--- src/rtl/assert_macros.svh ---
// Assertion helpers shared by the RTL modules.
// Each macro expects clk and rst_n to be in scope.
`ifndef ASSERT_MACROS_SVH
`define ASSERT_MACROS_SVH

// Checked on every rising edge of clk, disabled while reset is asserted.
`define IPF_ASSERT(label, prop, msg) \
  label: assert property (@(posedge clk) disable iff (!rst_n) (prop)) else $error(msg);

// The condition must never be true.
`define IPF_ASSERT_NEVER(label, cond, msg) \
  `IPF_ASSERT(label, !(cond), msg)

`endif

--- src/rtl/ipf_pkg.sv ---
`timescale 1ns / 1ps
// ----------------------------------------------------------------------------
// ipf_pkg
// Shared constants and controller/datapath interface types for the
// integer predicate filter.
// ----------------------------------------------------------------------------
package ipf_pkg;

  localparam int VALUE_WIDTH = 32;
  localparam int TDATA_W     = ((VALUE_WIDTH + 7) / 8) * 8;
  localparam int CNT_W       = $clog2(VALUE_WIDTH);
  localparam int MODE_W      = 3;

  localparam logic [MODE_W-1:0] MODE_ALL   = 3'd0;
  localparam logic [MODE_W-1:0] MODE_EVEN  = 3'd1;
  localparam logic [MODE_W-1:0] MODE_PRIME = 3'd2;
  localparam logic [MODE_W-1:0] MODE_ODD   = 3'd3;
  localparam logic [MODE_W-1:0] MODE_TEN   = 3'd4;

  // Commands from the controller to the datapath
  typedef struct packed {
    logic load;       // capture input transfer, restart divisor at 2
    logic div_start;  // clear remainder unit, latch divisor
    logic div_step;   // one restoring remainder step
    logic next_d;     // advance trial divisor and its square
    logic emit;       // load output register
  } cmd_t;

  // Status from the datapath to the controller
  typedef struct packed {
    logic [MODE_W-1:0] mode;
    logic              neg;
    logic              mag_le1;
    logic              mag_lsb;
    logic              mag_ten;
    logic              sq_le_n;
    logic              div_last;
    logic              rem_zero;
    logic              out_free;
  } status_t;

endpackage

--- src/rtl/ipf_datapath.sv ---
`timescale 1ns / 1ps
// ----------------------------------------------------------------------------
// ipf_datapath
// Mode register, operand capture, divide-by-ten check, trial divisor with
// incremental square, bit-serial remainder unit and the output register.
// ----------------------------------------------------------------------------
`include "assert_macros.svh"

module ipf_datapath (
  input  logic                             clk,
  input  logic                             rst_n,
  input  logic                             cfg_we,
  input  logic [ipf_pkg::MODE_W-1:0]       cfg_data,
  input  logic [ipf_pkg::VALUE_WIDTH-1:0]  in_value,
  input  logic                             out_tready,
  output logic                             out_tvalid,
  output logic [ipf_pkg::VALUE_WIDTH-1:0]  out_value,
  input  ipf_pkg::cmd_t                    cmd_i,
  output ipf_pkg::status_t                 sts_o
);

  localparam int W   = ipf_pkg::VALUE_WIDTH;
  localparam int NIB = (W + 3) / 4;

  logic [ipf_pkg::MODE_W-1:0] mode_r;
  logic                       out_valid_r;
  logic [W-1:0]               out_data_r;
  logic [W-1:0]               val_r;
  logic [W-1:0]               mag_r;
  logic                       neg_r;
  logic [W-1:0]               d_r;
  logic [2*W-1:0]             sq_r;
  logic [W-1:0]               dv_r;
  logic [W-1:0]               rem_r;
  logic [W-1:0]               sh_r;
  logic [ipf_pkg::CNT_W-1:0]  cnt_r;

  logic [W:0]                 rem_sh;
  logic [W:0]                 rem_sub;
  logic [W-1:0]               rem_nxt;
  logic [W-1:0]               in_mag;
  logic [2*W-1:0]             sq_nxt;
  logic [4*NIB-1:0]           mag_ext;
  logic [7:0]                 nib_sum;
  logic [4:0]                 fold1;
  logic [4:0]                 fold2;

  // Most negative value negates to itself, which read unsigned is 2^(W-1).
  assign in_mag  = in_value[W-1] ? (~in_value + W'(1)) : in_value;

  assign rem_sh  = {rem_r, sh_r[W-1]};
  assign rem_sub = rem_sh - {1'b0, dv_r};
  assign rem_nxt = rem_sub[W] ? rem_sh[W-1:0] : rem_sub[W-1:0];

  // (d+1)^2 = d^2 + 2d + 1
  assign sq_nxt  = sq_r + {{(W-1){1'b0}}, d_r, 1'b0} + (2*W)'(1);

  // 16 = 1 (mod 5): folding nibble sums keeps the residue mod 5
  assign mag_ext = (4*NIB)'(mag_r);

  always_comb begin
    nib_sum = '0;
    for (int i = 0; i < NIB; i++) begin
      nib_sum = nib_sum + 8'(mag_ext[4*i +: 4]);
    end
  end

  assign fold1 = 5'(nib_sum[7:4]) + 5'(nib_sum[3:0]);
  assign fold2 = 5'(fold1[4]) + 5'(fold1[3:0]);

  always_ff @(posedge clk) begin
    if (!rst_n) begin
      mode_r      <= ipf_pkg::MODE_ALL;
      out_valid_r <= 1'b0;
    end else begin
      if (cfg_we) begin
        mode_r <= cfg_data;
      end
      if (cmd_i.emit) begin
        out_valid_r <= 1'b1;
      end else if (out_tready) begin
        out_valid_r <= 1'b0;
      end
    end
  end

  always_ff @(posedge clk) begin
    if (cmd_i.load) begin
      val_r <= in_value;
      neg_r <= in_value[W-1];
      mag_r <= in_mag;
      d_r   <= W'(2);
      sq_r  <= (2*W)'(4);
    end
    if (cmd_i.div_start) begin
      rem_r <= '0;
      cnt_r <= '0;
      sh_r  <= mag_r;
      dv_r  <= d_r;
    end
    if (cmd_i.div_step) begin
      rem_r <= rem_nxt;
      sh_r  <= {sh_r[W-2:0], 1'b0};
      cnt_r <= cnt_r + ipf_pkg::CNT_W'(1);
    end
    if (cmd_i.next_d) begin
      d_r  <= d_r + W'(1);
      sq_r <= sq_nxt;
    end
    if (cmd_i.emit) begin
      out_data_r <= val_r;
    end
  end

  always_comb begin
    sts_o.mode     = mode_r;
    sts_o.neg      = neg_r;
    sts_o.mag_le1  = (mag_r <= W'(1));
    sts_o.mag_lsb  = mag_r[0];
    sts_o.mag_ten  = !mag_r[0] && ((fold2 == 5'd0) || (fold2 == 5'd5) ||
                                   (fold2 == 5'd10) || (fold2 == 5'd15));
    sts_o.sq_le_n  = (sq_r <= {{W{1'b0}}, mag_r});
    sts_o.div_last = (cnt_r == ipf_pkg::CNT_W'(W - 1));
    sts_o.rem_zero = (rem_r == '0);
    sts_o.out_free = !out_valid_r || out_tready;
  end

  assign out_tvalid = out_valid_r;
  assign out_value  = out_data_r;

  `IPF_ASSERT(a_rem_below_divisor, cmd_i.div_step |=> (rem_r < dv_r), "remainder not reduced")
  `IPF_ASSERT_NEVER(a_emit_overwrite, cmd_i.emit && !sts_o.out_free, "output register overwritten")

endmodule

--- src/rtl/ipf_ctrl.sv ---
`timescale 1ns / 1ps
// ----------------------------------------------------------------------------
// ipf_ctrl
// Sequencer: picks the predicate, runs the trial division loop and hands
// passing values to the output register.
// ----------------------------------------------------------------------------
`include "assert_macros.svh"

module ipf_ctrl (
  input  logic              clk,
  input  logic              rst_n,
  input  logic              in_tvalid,
  output logic              in_tready,
  input  ipf_pkg::status_t  sts_i,
  output ipf_pkg::cmd_t     cmd_o
);

  typedef enum logic [2:0] {
    S_IDLE,
    S_EVAL,
    S_CHECK,
    S_DIV,
    S_DECIDE,
    S_EMIT
  } state_t;

  state_t state_r, state_nxt;
  logic   in_tready_r;
  logic   accept;

  assign accept    = in_tvalid && in_tready_r;
  assign in_tready = in_tready_r;

  always_comb begin
    state_nxt = state_r;
    cmd_o     = '0;
    unique case (state_r)
      S_IDLE: begin
        if (accept) begin
          cmd_o.load = 1'b1;
          state_nxt  = S_EVAL;
        end
      end
      S_EVAL: begin
        case (sts_i.mode)
          ipf_pkg::MODE_ALL:  state_nxt = S_EMIT;
          ipf_pkg::MODE_EVEN: state_nxt = sts_i.mag_lsb ? S_IDLE : S_EMIT;
          ipf_pkg::MODE_ODD:  state_nxt = sts_i.mag_lsb ? S_EMIT : S_IDLE;
          ipf_pkg::MODE_TEN:  state_nxt = sts_i.mag_ten ? S_EMIT : S_IDLE;
          ipf_pkg::MODE_PRIME: begin
            state_nxt = (sts_i.neg || sts_i.mag_le1) ? S_IDLE : S_CHECK;
          end
          default: state_nxt = S_IDLE;
        endcase
      end
      S_CHECK: begin
        // no divisor left with d*d <= n: prime
        if (sts_i.sq_le_n) begin
          cmd_o.div_start = 1'b1;
          state_nxt       = S_DIV;
        end else begin
          state_nxt = S_EMIT;
        end
      end
      S_DIV: begin
        cmd_o.div_step = 1'b1;
        if (sts_i.div_last) begin
          state_nxt = S_DECIDE;
        end
      end
      S_DECIDE: begin
        if (sts_i.rem_zero) begin
          state_nxt = S_IDLE;
        end else begin
          cmd_o.next_d = 1'b1;
          state_nxt    = S_CHECK;
        end
      end
      S_EMIT: begin
        if (sts_i.out_free) begin
          cmd_o.emit = 1'b1;
          state_nxt  = S_IDLE;
        end
      end
      default: state_nxt = S_IDLE;
    endcase
  end

  always_ff @(posedge clk) begin
    if (!rst_n) begin
      state_r     <= S_IDLE;
      in_tready_r <= 1'b0;
    end else begin
      state_r     <= state_nxt;
      in_tready_r <= (state_nxt == S_IDLE);
    end
  end

  `IPF_ASSERT(a_ready_only_idle, in_tready_r |-> (state_r == S_IDLE), "ready outside idle")
  `IPF_ASSERT(a_div_runs_out, (state_r == S_DIV && !sts_i.div_last) |=> (state_r == S_DIV),
              "remainder loop cut short")

endmodule

--- src/rtl/integer_predicate_filter_unit.sv ---
`timescale 1ns / 1ps
// ----------------------------------------------------------------------------
// integer_predicate_filter_unit
// Passes a signed value through when it meets the predicate set by the
// mode register (all, even, prime, odd, divisible by ten).
// ----------------------------------------------------------------------------
// One value is processed at a time. For all, even, odd and divisible by ten
// the evaluation state decides the predicate; a passing value then waits in
// the emit state until the output register is free, and a value that fails
// returns straight to idle. Divisibility by ten comes from folded nibble sums
// of the magnitude, no divider. Prime testing runs the check, divide and
// decide states for each trial divisor from 2 while d*d <= n, one remainder
// bit per cycle in the divide state. The next value is taken as soon as the
// current one is done, even while the previous result still waits on
// out_tready. Mode writes are accepted at any time but must only be made
// while the unit is idle.
// ----------------------------------------------------------------------------

module integer_predicate_filter_unit (
  input  logic                            clk,
  input  logic                            rst_n,
  input  logic                            cfg_valid,
  output logic                            cfg_ready,
  input  logic [ipf_pkg::MODE_W-1:0]      cfg_data,   // filter_mode
  input  logic                            in_tvalid,
  output logic                            in_tready,
  input  logic [ipf_pkg::TDATA_W-1:0]     in_tdata,   // value
  output logic                            out_tvalid,
  input  logic                            out_tready,
  output logic [ipf_pkg::TDATA_W-1:0]     out_tdata   // passed_value
);

  ipf_pkg::cmd_t                   cmd;
  ipf_pkg::status_t                sts;
  logic [ipf_pkg::VALUE_WIDTH-1:0] out_value;

  assign cfg_ready = 1'b1;
  assign out_tdata = ipf_pkg::TDATA_W'(out_value);

  ipf_ctrl u_ctrl (
    .clk       (clk),
    .rst_n     (rst_n),
    .in_tvalid (in_tvalid),
    .in_tready (in_tready),
    .sts_i     (sts),
    .cmd_o     (cmd)
  );

  ipf_datapath u_datapath (
    .clk        (clk),
    .rst_n      (rst_n),
    .cfg_we     (cfg_valid && cfg_ready),
    .cfg_data   (cfg_data),
    .in_value   (in_tdata[ipf_pkg::VALUE_WIDTH-1:0]),
    .out_tready (out_tready),
    .out_tvalid (out_tvalid),
    .out_value  (out_value),
    .cmd_i      (cmd),
    .sts_o      (sts)
  );

endmodule

--- config.mk ---
export PLATFORM = sky130hd
export DESIGN_NAME = integer_predicate_filter_unit
export DESIGN_NICKNAME = d
export VERILOG_FILES = /design/src/rtl/ipf_pkg.sv /design/src/rtl/ipf_datapath.sv /design/src/rtl/ipf_ctrl.sv /design/src/rtl/integer_predicate_filter_unit.sv
export VERILOG_INCLUDE_DIRS = /design/src /design/src/rtl
export SDC_FILE = /design/constraint.sdc
export NUM_CORES = 1
export LEC_CHECK = 0
export ABC_CLOCK_PERIOD_IN_PS = 18300
export BUFFER_PORTS_ARGS = -buffer_cell sky130_fd_sc_hd__clkbuf_2
export CAP_MARGIN = 20
export CORE_UTILIZATION = 65
export CTS_BUF_LIST = sky130_fd_sc_hd__clkbuf_4 sky130_fd_sc_hd__clkbuf_8
export DETAILED_ROUTE_END_ITERATION = 10
export GPL_TIMING_DRIVEN = 0
export HOLD_SLACK_MARGIN = 0.03
export PLACE_DENSITY_LB_ADDON = 0.2
export SYNTH_ARGS = -nofsm -noshare
export SYNTH_HDL_FRONTEND = slang
export SYNTH_SLANG_ARGS = --single-unit
--- constraint.sdc ---
create_clock -name clk -period 18.3 [get_ports clk]
set_input_delay 3.66 -clock clk [delete_from_list [all_inputs] [get_ports clk]]
set_output_delay 3.66 -clock clk [all_outputs]
set_load 0.05 [all_outputs]
# Word-level counts from Yosys, hierarchy flattened
# Index checks and enable logic that the tools add are counted.
classes:
  n_bitwise: 1
  magnitude_cmp: 2
  n_eq_ne: 13
  reduce_logical: 17
  n_mux: 34
  addsub: 15
ops:
  columns: ["cell", "n"]
  rows:
  - ["$mux W32", 7]
  - ["$mux W64", 2]
  - ["$add A32 B1 Y32 const B", 2]
  - ["$add A64 B1 Y64 const B", 1]
  - ["$add A64 B33 Y64", 1]
  - ["$le A64 B32 Y1", 1]
  - ["$add A8 B4 Y8", 6]
  - ["$sub A33 B32 Y33", 1]
  - ["$le A32 B1 Y1 const B", 1]
  - ["$logic_not A32 Y1", 1]
  - ["$not A32 Y32", 1]
  - ["$mux W31", 1]
  - ["$mux W3", 7]
  - ["$pmux W3 S6", 1]
  - ["$pmux W3 S5", 1]
  - ["$eq A3 B2 Y1 const B", 4]
  - ["$mux W1", 11]
  - ["$add A4 B4 Y5", 2]
  - ["$eq A5 B4 Y1 const B", 2]
  - ["$mux W5", 2]
  - ["$eq A3 B3 Y1 const B", 3]
  - ["$logic_not A3 Y1", 3]
  - ["$eq A3 B1 Y1 const B", 2]
  - ["$reduce_bool A2 Y1", 3]
  - ["9 further kinds", 16]
word_totals:
  word_cells: 98
  out_inout_bits: 35
  input_bits: 40
  register_bits: 302

# Depth between registers and ports, before layout
logic_depth:
  ltp_word: 18
  mapped_depth: 29
  depth_no_buf: 29

# Hierarchy
# Synthesis repeated with hierarchy kept, for this count alone.
unflattened:
  hier_cells: 1695
  hier_area_um2: 18104.9
by_module_without_submodules:
  columns: ["module", "cells_per_inst", "area_per_inst_um2", "n_inst"]
  rows:
  - ["ipf_datapath", 1658, 17752.0, 1]
  - ["ipf_ctrl", 35, 341.6, 1]
  - ["integer_predicate_filter_unit", 2, 11.3, 1]

# Worst setup path before layout
# No wires, ideal clock.
synth_path:
  kind: "input to register"
  startpoint: "input in_tvalid"
  endpoint: "register u_datapath.d_r[0] (enable)"
  cell_stages: 2
  t_arrival_ps: 7749
  path_buffers: 0
  setup_ps: 470
  slack_ps: 10082
  cell_sequence: "and4b_1 -> nand2b_1"
synth_via:
  elab_chain_len: 4
synth_rtl:
  columns: ["element", "line_no", "source"]
  rows:
  - ["start: declaration", "integer_predicate_filter_unit.sv:25", "input logic in_tvalid,"]
  - ["$logic_and A1 B1 Y1", "ipf_ctrl.sv:31", "assign accept = in_tvalid && in_tready_r;"]
  - ["$mux W1", "ipf_ctrl.sv:39", "if (accept) begin"]
  - ["$mux W1", "ipf_ctrl.sv:37", "unique case (state_r)"]
  - ["$reduce_bool A2 Y1 (no line)", null, null]
  - ["end signal: assignment", "ipf_datapath.sv:107", "d_r <= d_r + W'(1);"]
  - ["end: declaration", "ipf_datapath.sv:31", "logic [W-1:0] d_r;"]
# Every way passes these cells.
# A chain may end at the register's enable or synchronous reset.

# Worst setup path after layout
layout_path:
  startpoint: "register u_datapath.mag_r[0] (netlist: u_datapath.mag_ext[0])"
  endpoint: "register u_ctrl.in_tready_r (netlist: u_ctrl.in_tready)"
layout_via:
  elab_chain_len: 18
  word_cells_on_any_way: 29
  cone_classes: "add/sub (9); order compare (2); eq/ne (3); mux (7); reduce/logical (8)"
layout_rtl:
  columns: ["element", "line_no", "source"]
  rows:
  - ["start: declaration", "ipf_datapath.sv:29", "logic [W-1:0] mag_r;"]
  - ["start signal: assignment", "ipf_datapath.sv:91", "mag_r <= in_mag;"]
  - ["$add A4 B4 Y5", "ipf_datapath.sv:64", "nib_sum = nib_sum + 8'(mag_ext[4*i +: 4]);"]
  - ["$add A8 B4 Y8 (6 in series)", "ipf_datapath.sv:64", null]
  - ["$add A4 B4 Y5", "ipf_datapath.sv:68", "assign fold1 = 5'(nib_sum[7:4]) + 5'(nib_sum[3:0]);"]
  - ["$add A1 B4 Y5", "ipf_datapath.sv:69", "assign fold2 = 5'(fold1[4]) + 5'(fold1[3:0]);"]
  - ["$eq A5 B3 Y1 / $logic_not A5 Y1 (equally long branches)", "ipf_datapath.sv:120", "sts_o.mag_ten = !mag_r[0] && ((fold2 == 5'd0) || (fold2 == 5'd5) ||"]
  - ["$logic_or A1 B1 Y1 (2 in series)", "ipf_datapath.sv:120", null]
  - ["$logic_or A1 B1 Y1", "ipf_datapath.sv:121", "(fold2 == 5'd10) || (fold2 == 5'd15));"]
  - ["$logic_and A1 B1 Y1", "ipf_datapath.sv:120", null]
  - ["$mux W3", "ipf_ctrl.sv:49", "ipf_pkg::MODE_TEN: state_nxt = sts_i.mag_ten ? S_EMIT : S_IDLE;"]
  - ["$pmux W3 S5", "ipf_ctrl.sv:45", "case (sts_i.mode)"]
  - ["$pmux W3 S6 *", "ipf_ctrl.sv:37", null]
  - ["$logic_not A3 Y1 *", "ipf_ctrl.sv:95", "in_tready_r <= (state_nxt == S_IDLE);"]
  - ["end signal: assignment", "ipf_ctrl.sv:95", null]
  - ["end: declaration", "ipf_ctrl.sv:28", "logic in_tready_r;"]
# Every way passes the cells marked *; elsewhere a longest branch is shown, timed or not.

==> metrics.cfg <==
[worst_setup_path]
worstPathRequired_ns=18.77
critPathArrivalTime_ns=8.20
start_kind=flop
r2r-start=u_datapath.mag_ext[0]
crit_path_frequent_cell=fa_1
r2r_slack_ns=10.57
setup.worst_path.class=flop to flop
reg2regPathDepth=26
slowest_stage=a2111oi_0
end_kind=flop
critPathMaxStageDelay_ns=0.62
crit_fanout=6
reg2reg_to=u_ctrl.in_tready

[synthesis]
synth_xor_area_share_pct=6.68
netlist_area_um2=17800
synth_compound_area_share_pct=13.3
syn_nets=1816
synth_cells=1633
yosys.area_share.simple_pct=13.7
synth_flop_cell=edfxtp_1
synth_fa_ha_area_share_pct=11.0
postSynth.asyncResetShare_pct=0
synth_edf_count=291
synth.avg_cell_area_um2=10.9
yosysSeqAreaShare_pct=50.0
yosys_warnings=0
synth_seq_cells=300
netlist.area_leader.share_pct=49.0
synthMuxAreaShare_pct=1.65
synth_top_area_cell=edfxtp_1
synth_area_leaders=edfxtp_1 (49%), ha_1 (8.5%), xnor2_1 (4.4%), nor2_1 (3.2%), a21oi_1 (2.8%)
synth_top_family_by_area=simple AND/OR/NAND/NOR gates
synth_cell_types=70

[pwr]
clkPwrFrac_pct=17.1
internal_power_mw=2.01
swShare_pct=41.3
p_comb_share_pct=54.1
leakagePower_nw=7.58
power_switching_mw=1.41
ir_worst_vdd_mv=0.616
seq_power_share_pct=28.8
cellPowerDensity_nw_per_um2=173

[sta]
final.setup.worst_slack_ns=10.57
slew_viol_final=0
layout_min_cycle_time_ns=7.73
max_slew_margin_pct=36.0
fmax_mhz=129
period_share_pct=42.2
finalSetupTns_ns=0
rsz0062_at_grt=false
clock_skew_ns=0.0211
worst_pin_slew_ns=0.958
hold_viol=0
finalSetupViolCount=0

[detailed_routing]
drt-wirelength-per-cell_um=19.4
viasPerCell=6.23
wl_met3_um=3520
drtPass1Iterations=7
wirelength_met1_um=18000
route.met2.wl_um=19200
drtAntennaViolNets=0
top_layer_used=met4
drt_iter0_markers=1207
vias=13348
wirelength_um=41700
drc=0

[global_route]
grt_max_degree=70
grt_first_pass_wirelength_um=65800
grt_overflow_total=0
grt_pass1_vias=12820
antenna_found_initial=1
grt_usage_pct=29.8

[clocking]
cts_buffers=51
cts_tree=built
cts_root_buf=clkbuf_8
cts_hold_buf=0
cts.path.max_buffers=3
clk_pin_slew_ns=0.07
cts-resized-gates=0
cts_num_sinks=300
post-cts-setup-buffers=0
worst_skew_pair.late_latency_ns=0.58
htreeDepth=2

[final_layout]
layout_commonest_cell=edfxtp_1
diodes=0
final_cell_mix=edfxtp_1 (291), nor2_1 (151), inv_1 (122), ha_1 (121), a21oi_1 (99)
nFillCells=1881
area_delta_synth_final_pct=10.8
layout-drive-gt1-share_pct=9.98
regArea_um2=8920
fin_nets=1948
multi_input_area_um2=8290

[worst_hold_path]
holdPathEnd=u_datapath.out_value[27]
hold_class=flop to flop
hold_path_depth=0
hp-start=u_datapath.val_r[27]

[floorplan]
ios=75
die_x_um=168
die_area_um2=28100
die_y_um=168
start_util_pct=66.2
rows=60
coreArea_um2=27000

[place]
dpl.hpwl_um=30700
port_buffers=73
gp_congestion=0.902
preCtsSetupSlack_ns=10.66

[status]
status=complete, no violations

[job]
cap_violations=0

power by group through the flow:
stage | Combinational (mW) | Clock (mW) | Sequential, mW
2_1_floorplan | 1.41 | 0 | 0.983
3_3_place_gp | 1.69 | 0 | 1.02
3_5_place_dp | 1.81 | 0 | 0.995
4_1_cts | 1.83 | 0.595 | 0.982
5_1_grt | 2.05 | 0.618 | 0.991
6_report | 1.85 | 0.584 | 0.984
registers in the layout, summed over array words and instances, names as in the netlist, 30 cells and up:
register	cells
u_datapath.rem_r	32
u_datapath.dv_r	32
u_datapath.out_value	32
u_datapath.sh_r	32
u_datapath.sq_r	64
u_datapath.d_r	32
u_datapath.mag_ext	32
u_datapath.val_r	30
worst max-delay path by stage:
stage | start | to | slack, ns
after floorplan | in_tvalid | u_datapath.d_r[0] | 10.08
after detailed placement | u_datapath.mag_ext[0] | u_ctrl.in_tready | 10.66
after global placement | in_tvalid | u_datapath.sq_r[0] | 8.38
final | u_datapath.mag_ext[0] | u_ctrl.in_tready | 10.57
after global routing | u_datapath.mag_ext[0] | u_ctrl.in_tready | 10.15
after CTS | u_datapath.mag_ext[0] | u_ctrl.in_tready | 10.63
cells by family after synthesis:
| group | count (synthesis) |
|---|---|
| DFF | 300 |
| buffers and inverters | 174 |
| adders and majority gates | 143 |
| and+or+nand+nor | 491 |
| xor gates and xnor gates | 136 |
| other | 1 |
| AOI/OAI and AO/OA | 359 |
| muxes | 29 |
through the flow:
stage                     hold WS, ns  util (%)  area (um2)  cells  power, mW
final                           0.412      73.3       19800   2144       3.42
after global routing            0.415      73.3       19800   2144       3.66
after CTS                       0.415      73.2       19700   2142       3.41
after detailed placement        0.405      69.6       18800   2051       2.81
after global placement          0.401      69.1       18600   2047       2.71
after floorplan                 0.400         -       17800   1633       2.39
cells in the mapped netlist, drive strengths merged (6+ instances only):
master / instances
a211oi: 11
a21o: 58
a21oi: 100
a22o: 31
a31oi: 8
and3: 20
buf: 11
clkbuf: 40
dfxtp: 9
edfxtp: 291
fa: 22
ha: 121
inv: 123
mux2i: 26
nand2: 97
nand2b: 19
nand3: 40
nand4: 24
nor2: 151
nor2b: 21
nor3: 24
nor3b: 6
nor4: 33
o21a: 13
o21ai: 66
o21bai: 8
o31ai: 19
o41ai: 7
or3: 20
or4: 9
xnor2: 89
xor2: 47
worst max-delay path: cells and delay by family (launching register included):
family / cells / cell delay, ns
AOI/OAI and AO/OA: 8 / 2.20
xor gates and xnor gates: 3 / 0.48
adders and majority gates: 10 / 4.06
buffers and inverters: 3 / 0.18
DFF: 1 / 0.50
and+or+nand+nor: 2 / 0.20
cell type report:
cell class,count,area share [%]
clock buffers,69,4.27
multi-input cells,1159,42.0
plain buffers,51,1.02
repair buffers,79,2.39
flip-flops and latches,300,45.1
clock inverters,22,0.684
well taps,341,2.16
inverters,123,2.34
per-layer routing:
metal  global-route usage [%]  vias up
met5                        0        -
li1                         -     6307
met2                     47.1      515
met3                     6.64       78
met4                     9.85        0
met1                     40.9     6448
No activity file was read; power rests on OpenSTA's default activity.
